`src/design/ladder_pkg.sv`:
```
`timescale 1ns / 1ps
// Shared types for the four-pole ladder lowpass core.
// Holds the multiplier request struct and the divider request/response structs; no dependencies.
package ladder_pkg;

    // Shared multiplier operand and product widths
    localparam int MUL_A_BITS = 34;
    localparam int MUL_B_BITS = 32;
    localparam int MUL_P_BITS = MUL_A_BITS + MUL_B_BITS;

    // Iterative divider widths
    localparam int DIV_N_BITS = 64;
    localparam int DIV_D_BITS = 32;

    // Configuration port widths
    localparam int CFG_INDEX_BITS = 8;
    localparam int CFG_DATA_BITS  = 16;

    typedef logic signed [MUL_A_BITS-1:0] mul_a_t;
    typedef logic signed [MUL_B_BITS-1:0] mul_b_t;
    typedef logic signed [MUL_P_BITS-1:0] mul_p_t;

    typedef struct packed {
        mul_a_t a;
        mul_b_t b;
    } mul_req_t;

    typedef struct packed {
        logic                  start;
        logic [DIV_N_BITS-1:0] dividend;
        logic [DIV_D_BITS-1:0] divisor;
    } div_req_t;

    typedef struct packed {
        logic                  done;
        logic [DIV_N_BITS-1:0] quotient;
    } div_rsp_t;

endpackage

```
`src/design/ladder_mul.sv`:
```
`timescale 1ns / 1ps
// Shared signed multiplier with a registered product.
// Depends on ladder_pkg for operand and product types.
module ladder_mul (
    input  logic                 clk,
    input  ladder_pkg::mul_req_t req,
    output ladder_pkg::mul_p_t   prod
);
    import ladder_pkg::*;

    mul_p_t prod_reg;

    // One product per cycle, available the cycle after the operands
    always_ff @(posedge clk)
    begin
        prod_reg <= mul_p_t'(req.a) * mul_p_t'(req.b);
    end

    assign prod = prod_reg;

endmodule

```
`config.mk`:
```
export PLATFORM = sky130hd
export DESIGN_NAME = ladder_mul
export DESIGN_NICKNAME = d
export VERILOG_FILES = /design/src/design/ladder_pkg.sv /design/src/design/ladder_mul.sv
export SDC_FILE = /design/constraint.sdc
export NUM_CORES = 2
export LEC_CHECK = 0
export BUFFER_PORTS_ARGS = -buffer_cell sky130_fd_sc_hd__buf_2
export CAP_MARGIN = 20
export CORE_ASPECT_RATIO = 1.5
export CORE_MARGIN = 1
export CORE_UTILIZATION = 45
export CTS_CLUSTER_DIAMETER = 40
export DETAILED_ROUTE_END_ITERATION = 12
export SLEW_MARGIN = 10
export SYNTH_ARGS = -nofsm -noshare
export SYNTH_HDL_FRONTEND = slang
export SYNTH_SLANG_ARGS = --single-unit
```
`constraint.sdc`:
```
create_clock -name clk -period 9.5 [get_ports clk]
set_clock_uncertainty 0.1 [all_clocks]
set_input_delay 0 -clock clk [delete_from_list [all_inputs] [get_ports clk]]
set_output_delay 0 -clock clk [all_outputs]
set_load 0.05 [all_outputs]
```
== After elaboration in Yosys (flattened, before gate mapping) ==
Cells that the tools add are included.

* Memory bits (read-only): 0
* Output and inout port bits: 66
* Logic and storage cells: 2
* Memories: 0
* Bits in writable memories: 0
* Bits in latches: 0
* Flip-flop bits (word level): 66

* Bitwise logic cells: 0
* Equal/unequal tests: 0
* Shift operators: 0
* $mul: 1
* $add $sub $neg: 0
* Reduce and logical (&&, ||, !) cells: 0
* Divide/modulo/power cells: 0
* Muxes and demuxes: 0
* Order comparisons: 0

{| class="wikitable"
|+ Operators by type and width
! cell !! number
|-
| multiplier 34 x 32 -> 66 bit || 1
|}

== Depth between registers and ports, before layout ==
* Depth after elaboration: 1
* Mapped depth: 29
* Depth with buffers taken out: 28

== Least setup slack after synthesis ==
Ideal clock, no wire load.

* Path type: input to register
* Start point: input port req[65] in the netlist's numbering
* End point: register prod_reg[65] (netlist: prod[65])
* Arrival: 7.179 ns
* Slack: 2.149 ns
* Required time: 9.328 ns
* Stages on the path: 23
* Setup time: 0.072 ns
* Path through: clkbuf_1 -> nand2_1 -> inv_1 -> fa_1 -> inv_1 -> fa_1 -> fa_1 -> inv_1 -> fa_1 -> inv_1 -> fa_1 -> fa_1 -> fa_1 -> fa_1 -> inv_1 -> ha_1 -> clkbuf_1 -> and3_1 -> nand3_1 -> or2_2 -> o211a_1 -> o31ai_2 -> xnor2_1

* Word-level cells in the longest chain between the ends: 1

{| class="wikitable"
|+ RTL lines
! element !! RTL line !! source
|-
| from (decl) || ladder_mul.sv:6 || <nowiki>input ladder_pkg::mul_req_t req,</nowiki>
|-
| multiplier 34 x 32 -> 66 bit || ladder_mul.sv:16 || <nowiki>prod_reg <= mul_p_t'(req.a) * mul_p_t'(req.b);</nowiki>
|-
| to (signal assigned) || ladder_mul.sv:16 ||
|-
| to (decl) || ladder_mul.sv:11 || <nowiki>mul_p_t prod_reg;</nowiki>
|}

Every way passes these cells.

== Worst setup path in the final report ==
* Start point: input port req[9] in the netlist's numbering
* End point: register prod_reg[59] (netlist: prod[59])

The elaborated chain is that of the path after synthesis.

==> out/metrics.cfg <==
[setup_path]
endpoint=prod[59]
worst_ep_arrival_time_ns=8.59
cp-end-kind=flop
crit_start=req[9]
critical_path.max_fanout=34
worstSetupPathType=in2reg
crit_required_ns=9.74
start_kind=primary input

[min_path]
holdCritPathClass=in2reg

[grt]
grt.overflow.total=0
grt_max_degree=35
antenna_found_initial=14
track_usage_pct=28.2
grt_pass1_vias=31900
grt_pass1_wl_um=186000
grt_use_met2_pct=52.7
use_met3_pct=4.20
met1_usage_pct=28.3
top_usage_layer=met2

[clock_tree]
cts_tree=built
cts_made_buffers=9
htree_levels=3
postCtsSetupRepairBufs=0
clockBufferDepth=2
cts-hold-fix-buffers=0
clkTransAtPathRegs_ns=0.08
post_cts_resized=0
cts.sinks=66
cts-root-buf=clkbuf_16

[timing]
rsz0062_at_grt=no
tightest_slew_ns=1.02
final.period_utilization_pct=87.9
max_slew_margin_pct=31.7
drv_slew=0
period_needed_ns=8.35
setup_violations=0
fmax_ghz=0.120
hold_violations=0
setup_tns_ns=0

[synthesis]
synth_edf_count=0
yosys.area.top_type=fa_1
netlist-cell-type-count=61
ys.flop_type=dfxtp_1
syn_avg_cell_area_sq_um=9.42
synth-async-reset-ratio_pct=0
synth_seq_cells=66
synth_most_common_cell=fa_1
netlist_area_sq_um=39700
synth_common_cells=fa_1, inv_1, nand2_1
yosys_warnings=0
synthCells=4212
syn-num-nets=5609
ys_top_cells_by_area=fa_1, inv_1, and2_1
synth_top_area_share_pct=57.6
ys_seq_area_share_pct=3.33

[drt]
firstDrtPassIters=5
ant_nets=0
wl_per_cell_um=22.4
vias_per_cell=5.26
dr.first_iter.drc_count=1378
route.detailed.drc=0
routed_wl_um=119000
vias=28000

[floorplanning]
boundaryPins=133
start_util_pct=45.3
fp-row-count=133
die_w_um=245
core-area_sq_um=87500
die_h_um=366
die_area_sq_um=89400

[layout]
final_util_pct=47.5
final_area_sq_um=41600
syn_to_final_growth_pct=4.72
diodes=0
final_nets=5573
largest_reg_flops=66
drive_gt1_share_pct=5.31

[outcome]
status=complete, no violations

[place]
dp.final_hpwl_um=95900
portBuffers=132
gp_congestion=0.908
post_dp_cell_area_sq_um=41300

[flow_run]
maxCapViolations=0

cells by family (layout without fill, tap and decap cells):
family          Yosys count  after routing  synth area share (%)
buf+inv                1280           1249                  12.1
compound gates          219            219                  3.79
xor+xnor                 73             73                  1.61
flops                    66             66                  3.33
fa+ha+maj              1330           1330                  63.5
simple gates           1244           1244                  15.6
metal layers:
metal	part of all wire [%]	vias to the layer above
li1	-	11900
met1	32	14800
met2	55	869
met3	4.5	424
met4	8.3	22
met5	0.12	-
per-stage QoR:
stage	hold WS (ns)	instances	worst slack, ns
after floorplan	0.0273	4212	2.15
after global placement	0.368	5312	0.895
after detailed placement	0.368	5312	0.899
after CTS	0.00356	5328	1.26
after global routing	0.0287	5328	0.874
final	0.0376	5328	1.15
area by class of cell:
type                       instances  area, sq um
tap                             1147         1440
inverter                        1053         3950
sequential                        66         1320
timing repair buffer             180         1020
clock buffer                       9          225
multi-input combinational       2866        33600
clock inverter                     7         52.6
fill                            8545        46000
worst max-delay path: stages:
cell	delay, ns
buf_2	0.71
and2_1	0.26
fa_1	0.45
fa_1	0.70
inv_1	0.10
fa_1	0.51
fa_1	0.52
inv_1	0.05
fa_1	0.70
fa_1	0.48
fa_1	0.49
fa_1	0.41
ha_1	0.43
a21oi_1	0.40
o21ai_0	0.21
a2111oi_1	0.56
a21o_1	0.37
and3_4	0.29
o21ai_0	0.19
o41ai_1	0.55
xnor2_1	0.17
cells in the final DEF (no fill, tap or decap), drive strengths merged, types with 9 or more instances in the layout:
cell type	count
fa	1142
o211ai	9
a21o	32
o21ai	37
o21bai	10
buf	180
nand4	10
a31oi	10
inv	1055
and2	534
nor3	11
xor2	21
ha	188
nor2	64
nand3	21
dfxtp	66
xnor2	52
nand2	566
nand2b	14
a21oi	75
clkbuf	9
worst min-delay path by stage:
stage	cells after the start	end	start
6_report	2	prod[0]	req[32]
4_1_cts	2	prod[0]	req[32]
3_5_place_dp	1	prod[49]	prod[49]
3_3_place_gp	1	prod[16]	prod[16]
5_1_grt	2	prod[0]	req[32]
2_1_floorplan	1	prod[0]	req[32]
Power is left out: the tool's default activity adds up to more than one toggle a clock period on the data nets, which glitch-free logic cannot reach.
