$ cat src/design/ladder_pkg.sv
`timescale 1ns / 1ps
// Shared types for the four-pole ladder lowpass core.
// Holds the multiplier request struct and the divider request/response structs; no dependencies.
package ladder_pkg;

    // Shared multiplier operand and product widths
    localparam int MUL_A_BITS = 34;
    localparam int MUL_B_BITS = 32;
    localparam int MUL_P_BITS = MUL_A_BITS + MUL_B_BITS;

    // Iterative divider widths
    localparam int DIV_N_BITS = 64;
    localparam int DIV_D_BITS = 32;

    // Configuration port widths
    localparam int CFG_INDEX_BITS = 8;
    localparam int CFG_DATA_BITS  = 16;

    typedef logic signed [MUL_A_BITS-1:0] mul_a_t;
    typedef logic signed [MUL_B_BITS-1:0] mul_b_t;
    typedef logic signed [MUL_P_BITS-1:0] mul_p_t;

    typedef struct packed {
        mul_a_t a;
        mul_b_t b;
    } mul_req_t;

    typedef struct packed {
        logic                  start;
        logic [DIV_N_BITS-1:0] dividend;
        logic [DIV_D_BITS-1:0] divisor;
    } div_req_t;

    typedef struct packed {
        logic                  done;
        logic [DIV_N_BITS-1:0] quotient;
    } div_rsp_t;

endpackage

$ cat src/design/ladder_div.sv
`timescale 1ns / 1ps
// Unsigned restoring divider, one quotient bit per cycle.
// Depends on ladder_pkg for the request/response structs.
module ladder_div (
    input  logic                 clk,
    input  logic                 rst_n,
    input  ladder_pkg::div_req_t req,
    output ladder_pkg::div_rsp_t rsp
);
    import ladder_pkg::*;

    localparam int CNT_BITS = $clog2(DIV_N_BITS + 1);
    localparam logic [CNT_BITS-1:0] STEPS = CNT_BITS'(DIV_N_BITS);
    localparam logic [CNT_BITS-1:0] LAST_STEP = CNT_BITS'(1);

    logic [DIV_N_BITS-1:0] quo_reg;
    logic [DIV_D_BITS-1:0] rem_reg;
    logic [DIV_D_BITS-1:0] divisor_reg;
    logic [CNT_BITS-1:0]   cnt_reg;
    logic                  done_reg;

    logic [DIV_D_BITS:0]   rem_shift;
    logic                  fits;

    // Trial subtract of the shifted remainder
    assign rem_shift = {rem_reg, quo_reg[DIV_N_BITS-1]};
    assign fits      = rem_shift >= {1'b0, divisor_reg};

    // Sequencing: count down the steps, flag the last one
    always_ff @(posedge clk or negedge rst_n)
    begin
        if (!rst_n)
        begin
            cnt_reg  <= '0;
            done_reg <= 1'b0;
        end
        else
        begin
            done_reg <= 1'b0;
            if (req.start)
            begin
                cnt_reg <= STEPS;
            end
            else if (cnt_reg != '0)
            begin
                cnt_reg  <= cnt_reg - LAST_STEP;
                done_reg <= (cnt_reg == LAST_STEP);
            end
        end
    end

    // Datapath: dividend shifts out on top, quotient bits shift in below
    always_ff @(posedge clk)
    begin
        if (req.start)
        begin
            quo_reg     <= req.dividend;
            rem_reg     <= '0;
            divisor_reg <= req.divisor;
        end
        else if (cnt_reg != '0)
        begin
            quo_reg <= {quo_reg[DIV_N_BITS-2:0], fits};
            rem_reg <= fits ? DIV_D_BITS'(rem_shift - {1'b0, divisor_reg})
                            : rem_shift[DIV_D_BITS-1:0];
        end
    end

    assign rsp.done     = done_reg;
    assign rsp.quotient = quo_reg;

endmodule

$ cat config.mk
export PLATFORM = sky130hd
export DESIGN_NAME = ladder_div
export DESIGN_NICKNAME = d
export VERILOG_FILES = /design/src/design/ladder_pkg.sv /design/src/design/ladder_div.sv
export SDC_FILE = /design/constraint.sdc
export NUM_CORES = 1
export LEC_CHECK = 0
export BUFFER_PORTS_ARGS = -buffer_cell sky130_fd_sc_hd__buf_2
export CAP_MARGIN = 5
export CORE_MARGIN = 3
export CORE_UTILIZATION = 55
export DETAILED_ROUTE_END_ITERATION = 16
export HOLD_SLACK_MARGIN = 0.12
export PLACE_DENSITY = 0.91
export SYNTH_ARGS = -nofsm -noshare
export SYNTH_HDL_FRONTEND = slang
export SYNTH_SLANG_ARGS = --single-unit
$ cat constraint.sdc
create_clock -name clk -period 3.6 [get_ports clk]
set_input_delay 0.36 -clock clk [delete_from_list [all_inputs] [get_ports clk]]
set_output_delay 0.36 -clock clk [all_outputs]
set_load 0.01 [all_outputs]
# Word level (Yosys, flattened, before mapping)
# Index checks and enable logic that the tools add are counted.
[totals] ff_bits=136 word_cells=18 out_inout_bits=65 in_bits=99
[op_classes] n_addsub=2 n_mux=7 reduce_logical=2 n_eq_ne=1 magnitude_cmp=1
[op_table] op="2-to-1 mux 64 bit" n=2
[op_table] op=">= comparator 33 x 32 -> 1 bit" n=1
[op_table] op="2-to-1 mux 32 bit" n=1
[op_table] op="subtractor 32 bit" n=1
[op_table] op="2-to-1 mux 7 bit" n=2
[op_table] op="equality test 7 x 1 -> 1 bit, second input constant" n=1
[op_table] op="nonzero test 7 bit" n=1
[op_table] op="subtractor 7 x 1 -> 7 bit, second input constant" n=1
[op_table] op="2-to-1 mux 1 bit" n=2
[op_table] op="nonzero test 2 bit" n=1

# Depth between registers and ports, before layout
[depth] depth_word=3 depth_mapped=13 mapped_depth_nobuf=11

# Worst setup path after synthesis
# OpenSTA, ideal clock, no wires.
[synth_path] path_type="register -> register" start="register cnt_reg[4]" end="register quo_reg[0], enable pin" stages_incl_launch_ff=6 setup_time_ps=688 synth_period_minus_slack_ps=3231 path_slack_ps=369 n_path_buf=2 t_arrival_ps=2543 t_required_ps=2912 cell_sequence="dfrtp_1 -> nor3_1 -> and3_1 -> clkbuf_1 -> clkbuf_1 -> nand2_1"
[synth_via] elab_chain_cells=2
[synth_lines] item="from (decl)" line="ladder_div.sv:19" text="logic [CNT_BITS-1:0] cnt_reg;"
[synth_lines] item="from (signal assigned)" line="ladder_div.sv:46" text="cnt_reg <= cnt_reg - LAST_STEP;"
[synth_lines] item="nonzero test 7 bit" line="ladder_div.sv:61" text="else if (cnt_reg != '0)"
[synth_lines] item="nonzero test 2 bit (no line)"
[synth_lines] item="to (signal assigned)" line="ladder_div.sv:57" text="quo_reg <= req.dividend;"
[synth_lines] item="to (signal assigned)" line="ladder_div.sv:63" text="quo_reg <= {quo_reg[DIV_N_BITS-2:0], fits};"
[synth_lines] item="to (decl)" line="ladder_div.sv:16" text="logic [DIV_N_BITS-1:0] quo_reg;"
# Every way passes these cells.
# A chain may end at the register's enable or synchronous reset.

# Worst setup path in the final report
[layout_path] start="register divisor_reg[7]" end="register rem_reg[29]"
[layout_via] elab_chain_cells=2 elab_cells_between_ends=3 classes_between="1 x add/sub; 1 x order compare; 1 x mux"
[layout_lines] item="from (decl)" line="ladder_div.sv:18" text="logic [DIV_D_BITS-1:0] divisor_reg;"
[layout_lines] item="from (signal assigned)" line="ladder_div.sv:59" text="divisor_reg <= req.divisor;"
[layout_lines] item="subtractor 32 bit / >= comparator 33 x 32 -> 1 bit (equally long branches)" line="ladder_div.sv:64, ladder_div.sv:27"
[layout_lines] item="2-to-1 mux 32 bit (*)" line="ladder_div.sv:64" text="rem_reg <= fits ? DIV_D_BITS'(rem_shift - {1'b0, divisor_reg})"
[layout_lines] item="to (signal assigned)" line="ladder_div.sv:64"
[layout_lines] item="to (decl)" line="ladder_div.sv:17" text="logic [DIV_D_BITS-1:0] rem_reg;"
# Mark *: on every way between the ends. The rest lies on a longest branch, timed or not.

==> results.toml <==
[grt]
track_usage_pct = 25.04
overflow = 0
first_global_vias = 5926
grt_max_degree = 65
grt_pass1_wl_microns = 29090
antenna_found_initial = 0

[drt]
wl_per_cell_microns = 17.44
first_pass_iters = 6
viasPerCell = 5.768
wl_microns = 18140
drt_iter0_markers = 544
via_count = 5999
remaining_drc_errors = 0
ant_nets = 0

[synthesis]
yosysWarnings = 0
synthSimpleGateAreaFrac_pct = 11.76
synth_edf_count = 96
ys_types = 55
synth_ff_type = "edfxtp_1"
synthTopCellsByArea = "edfxtp_1 (39%), mux2_2 (9.8%), dfxtp_1 (8.7%), ha_1 (5.8%), nand2_1 (3.1%)"
synth_xor_area_share_pct = 3.580
synth-seq-cells = 136
avgSynthCellArea_sq_um = 10.95
synth_top_family_by_area = "compound AO/OA/AOI/OAI gates"
async_flop_share_pct = 5.882
synthAdderAreaFrac_pct = 6.069
synth_top_cell_by_area = "edfxtp_1"
synth_top_cell_area_share_pct = 39.28
yosysSeqAreaShare_pct = 50.73
synth_compound_area_share_pct = 12.58
syn-num-nets = 804
synth_cells = 670
synth_mux_area_share_pct = 10.77
synth_area_sq_um = 7340

[cts]
cts_tree = "done"
cts.sinks = 136
cts_root_buf = "clkbuf_16"
clkTransAtPathRegs_ps = 70
htree_levels = 4
clk_latency_ps = 420
ctsResizeCount = 0
cts_made_buffers = 17
cts_buffer_depth = 2

[run_status]
status = "complete, no violations"

[setup_path]
worst_path_largest_cell_delay_ps = 440
crit_path_start_kind = "flip-flop"
crit_arrival_ps = 3350
crit_path_end_kind = "flip-flop"
slowest_stage = "and3_1"
crit_chain = "inv_1 -> ha_1 -> nand4_1 -> o221ai_1 -> a31oi_1 -> a21oi_4 -> o211ai_2 -> and3_1 -> buf_4 -> a21oi_1 -> a211oi_1"
critPathMaxFanout = 15
worst-setup-path-type = "flip-flop to flip-flop"
required_ps = 3920

[die]
die_y_microns = 121.5
fp-row-count = 41
io_pins = 164
fp.dieArea_sq_um = 14770
die_w_microns = 121.5
core_sq_um = 12820
initial_core_util_pct = 57.23

[sta]
fmax_mhz = 330.4
hold_violations = 0
setup_viol = 0
finalCritPeriodShare_pct = 84.06
hold_ws_ps = 130.9
rsz0062_at_grt = "false"
clock_skew_ps = 12.45
slew_viol_final = 0
tightest_slew_ps = 810.5
post-route-min-period_ps = 3026
tns_ps = 0
slew_headroom_pct = 45.96

[cells_and_area]
area_growth_pct = 24.84
largest_reg_flops = 64
nNetsFinal = 989
antenna_cells = 0
layout_common_cells = "buf_2 (162), edfxtp_1 (96), mux2_2 (64)"
drive_above_1_share_pct = 31.68
final_area_sq_um = 9163
final_common_cell = "buf_2"

[place]
dpl.hpwl_microns = 12730
gp_congestion = 0.9637
port-buffer-count = 163
place_area_sq_um = 8263

[flow_run]
maxCapViolCount = 0

[power_and_ir_drop]
power_density_nw_per_um2 = 717.8
peakVddDrop_v = 0.0004271
total_leakage_power_nw = 3.973

[hold_path]
worstHoldPathType = "input pin to flip-flop"
## power by group
part	total (W)	switching (W)	internal, W
clock network	0.00175	0.000715	0.00104
registers	0.00231	0.000233	0.00208
logic	0.00251	0.00146	0.00104
total	0.00658	0.00241	0.00416
## synth_stat cells, types with 6 or more instances
cell and number:
edfxtp_1 96, mux2_2 64, nand2_1 61, nor2_1 50, inv_1 40, ha_1 34, a21oi_1 33, dfxtp_1 32
clkbuf_1 28, o21ai_0 19, xor2_1 17, a311oi_1 16, xnor2_1 13, nand3_1 12, nor3_1 11, a211oi_1 10
nand4_1 10, a21o_1 8, a31oi_1 8, dfrtp_1 8, nand2b_1 8, and3_1 7, mux2i_1 7, o21bai_1 7
nor2b_1 6
## area by class of cell
cell class | instances | area, sq um
fill | 948 | 3662
clock inverter | 14 | 160.2
clock buffer | 18 | 429.2
tap | 172 | 215.2
multi-input combinational | 457 | 3288
inverter | 40 | 150.1
timing repair buffer | 203 | 1196
sequential | 136 | 3724
## layer usage
| layer | vias up | global-route usage [%] | part of all wire (%) | routed length, microns |
|---|---|---|---|---|
| met5 | - | 0 | 0 | 0 |
| met4 | 0 | 10.15 | 2.6 | 478 |
| met3 | 37 | 8.112 | 8.7 | 1581 |
| met2 | 281 | 41.14 | 48 | 8791 |
| met1 | 2848 | 30.62 | 40 | 7287 |
| li1 | 2833 | - | - | - |
## stage by stage
| step | power [W] | worst slack [ps] | std cells | utilization, % |
|---|---|---|---|---|
| floorplan | 0.004096 | 368.9 | 670 | - |
| global placement | 0.004666 | 702.7 | 977 | 64.43 |
| detailed placement | 0.004746 | 633.9 | 977 | 64.43 |
| CTS | 0.006550 | 616.3 | 1039 | 71.37 |
| global route | 0.006943 | 330.3 | 1040 | 71.44 |
| finish | 0.006577 | 573.8 | 1040 | 71.44 |
## worst paths after layout
check,start,end,slack (ps),cells past startpoint
max,divisor_reg[7],rem_reg[29],570,11
min,req[1],divisor_reg[1],130,1
max reg2reg,divisor_reg[7],rem_reg[29],570,11
min reg2reg,rem_reg[21],rem_reg[21],490,2
max in group asynchronous,rst_n,cnt_reg[6],3100,2
min in group asynchronous,rst_n,cnt_reg[5],330,2
## critical path, delay by kind of cell, from the launching register on
| kind | cells | cell delay (ps) |
|---|---|---|
| AO/OA/AOI/OAI | 6 | 1250 |
| adder cells (fa/ha/maj) | 1 | 300 |
| buffers and inverters | 2 | 390 |
| flip-flops | 1 | 360 |
| AND/OR/NAND/NOR | 2 | 610 |
## cell families after synthesis
group,count (synthesis)
adder cells (fa/ha/maj),35
flip-flops,136
buffers and inverters,77
AO/OA/AOI/OAI,137
multiplexers,71
XOR/XNOR,30
AND/OR/NAND/NOR,184
## timing repair
action	in CTS	in global routing
hold endpoints to repair	37	1
hold buffers	30	1
buffers inserted	0	0
Note: power is estimated with default switching activity, not from simulation.
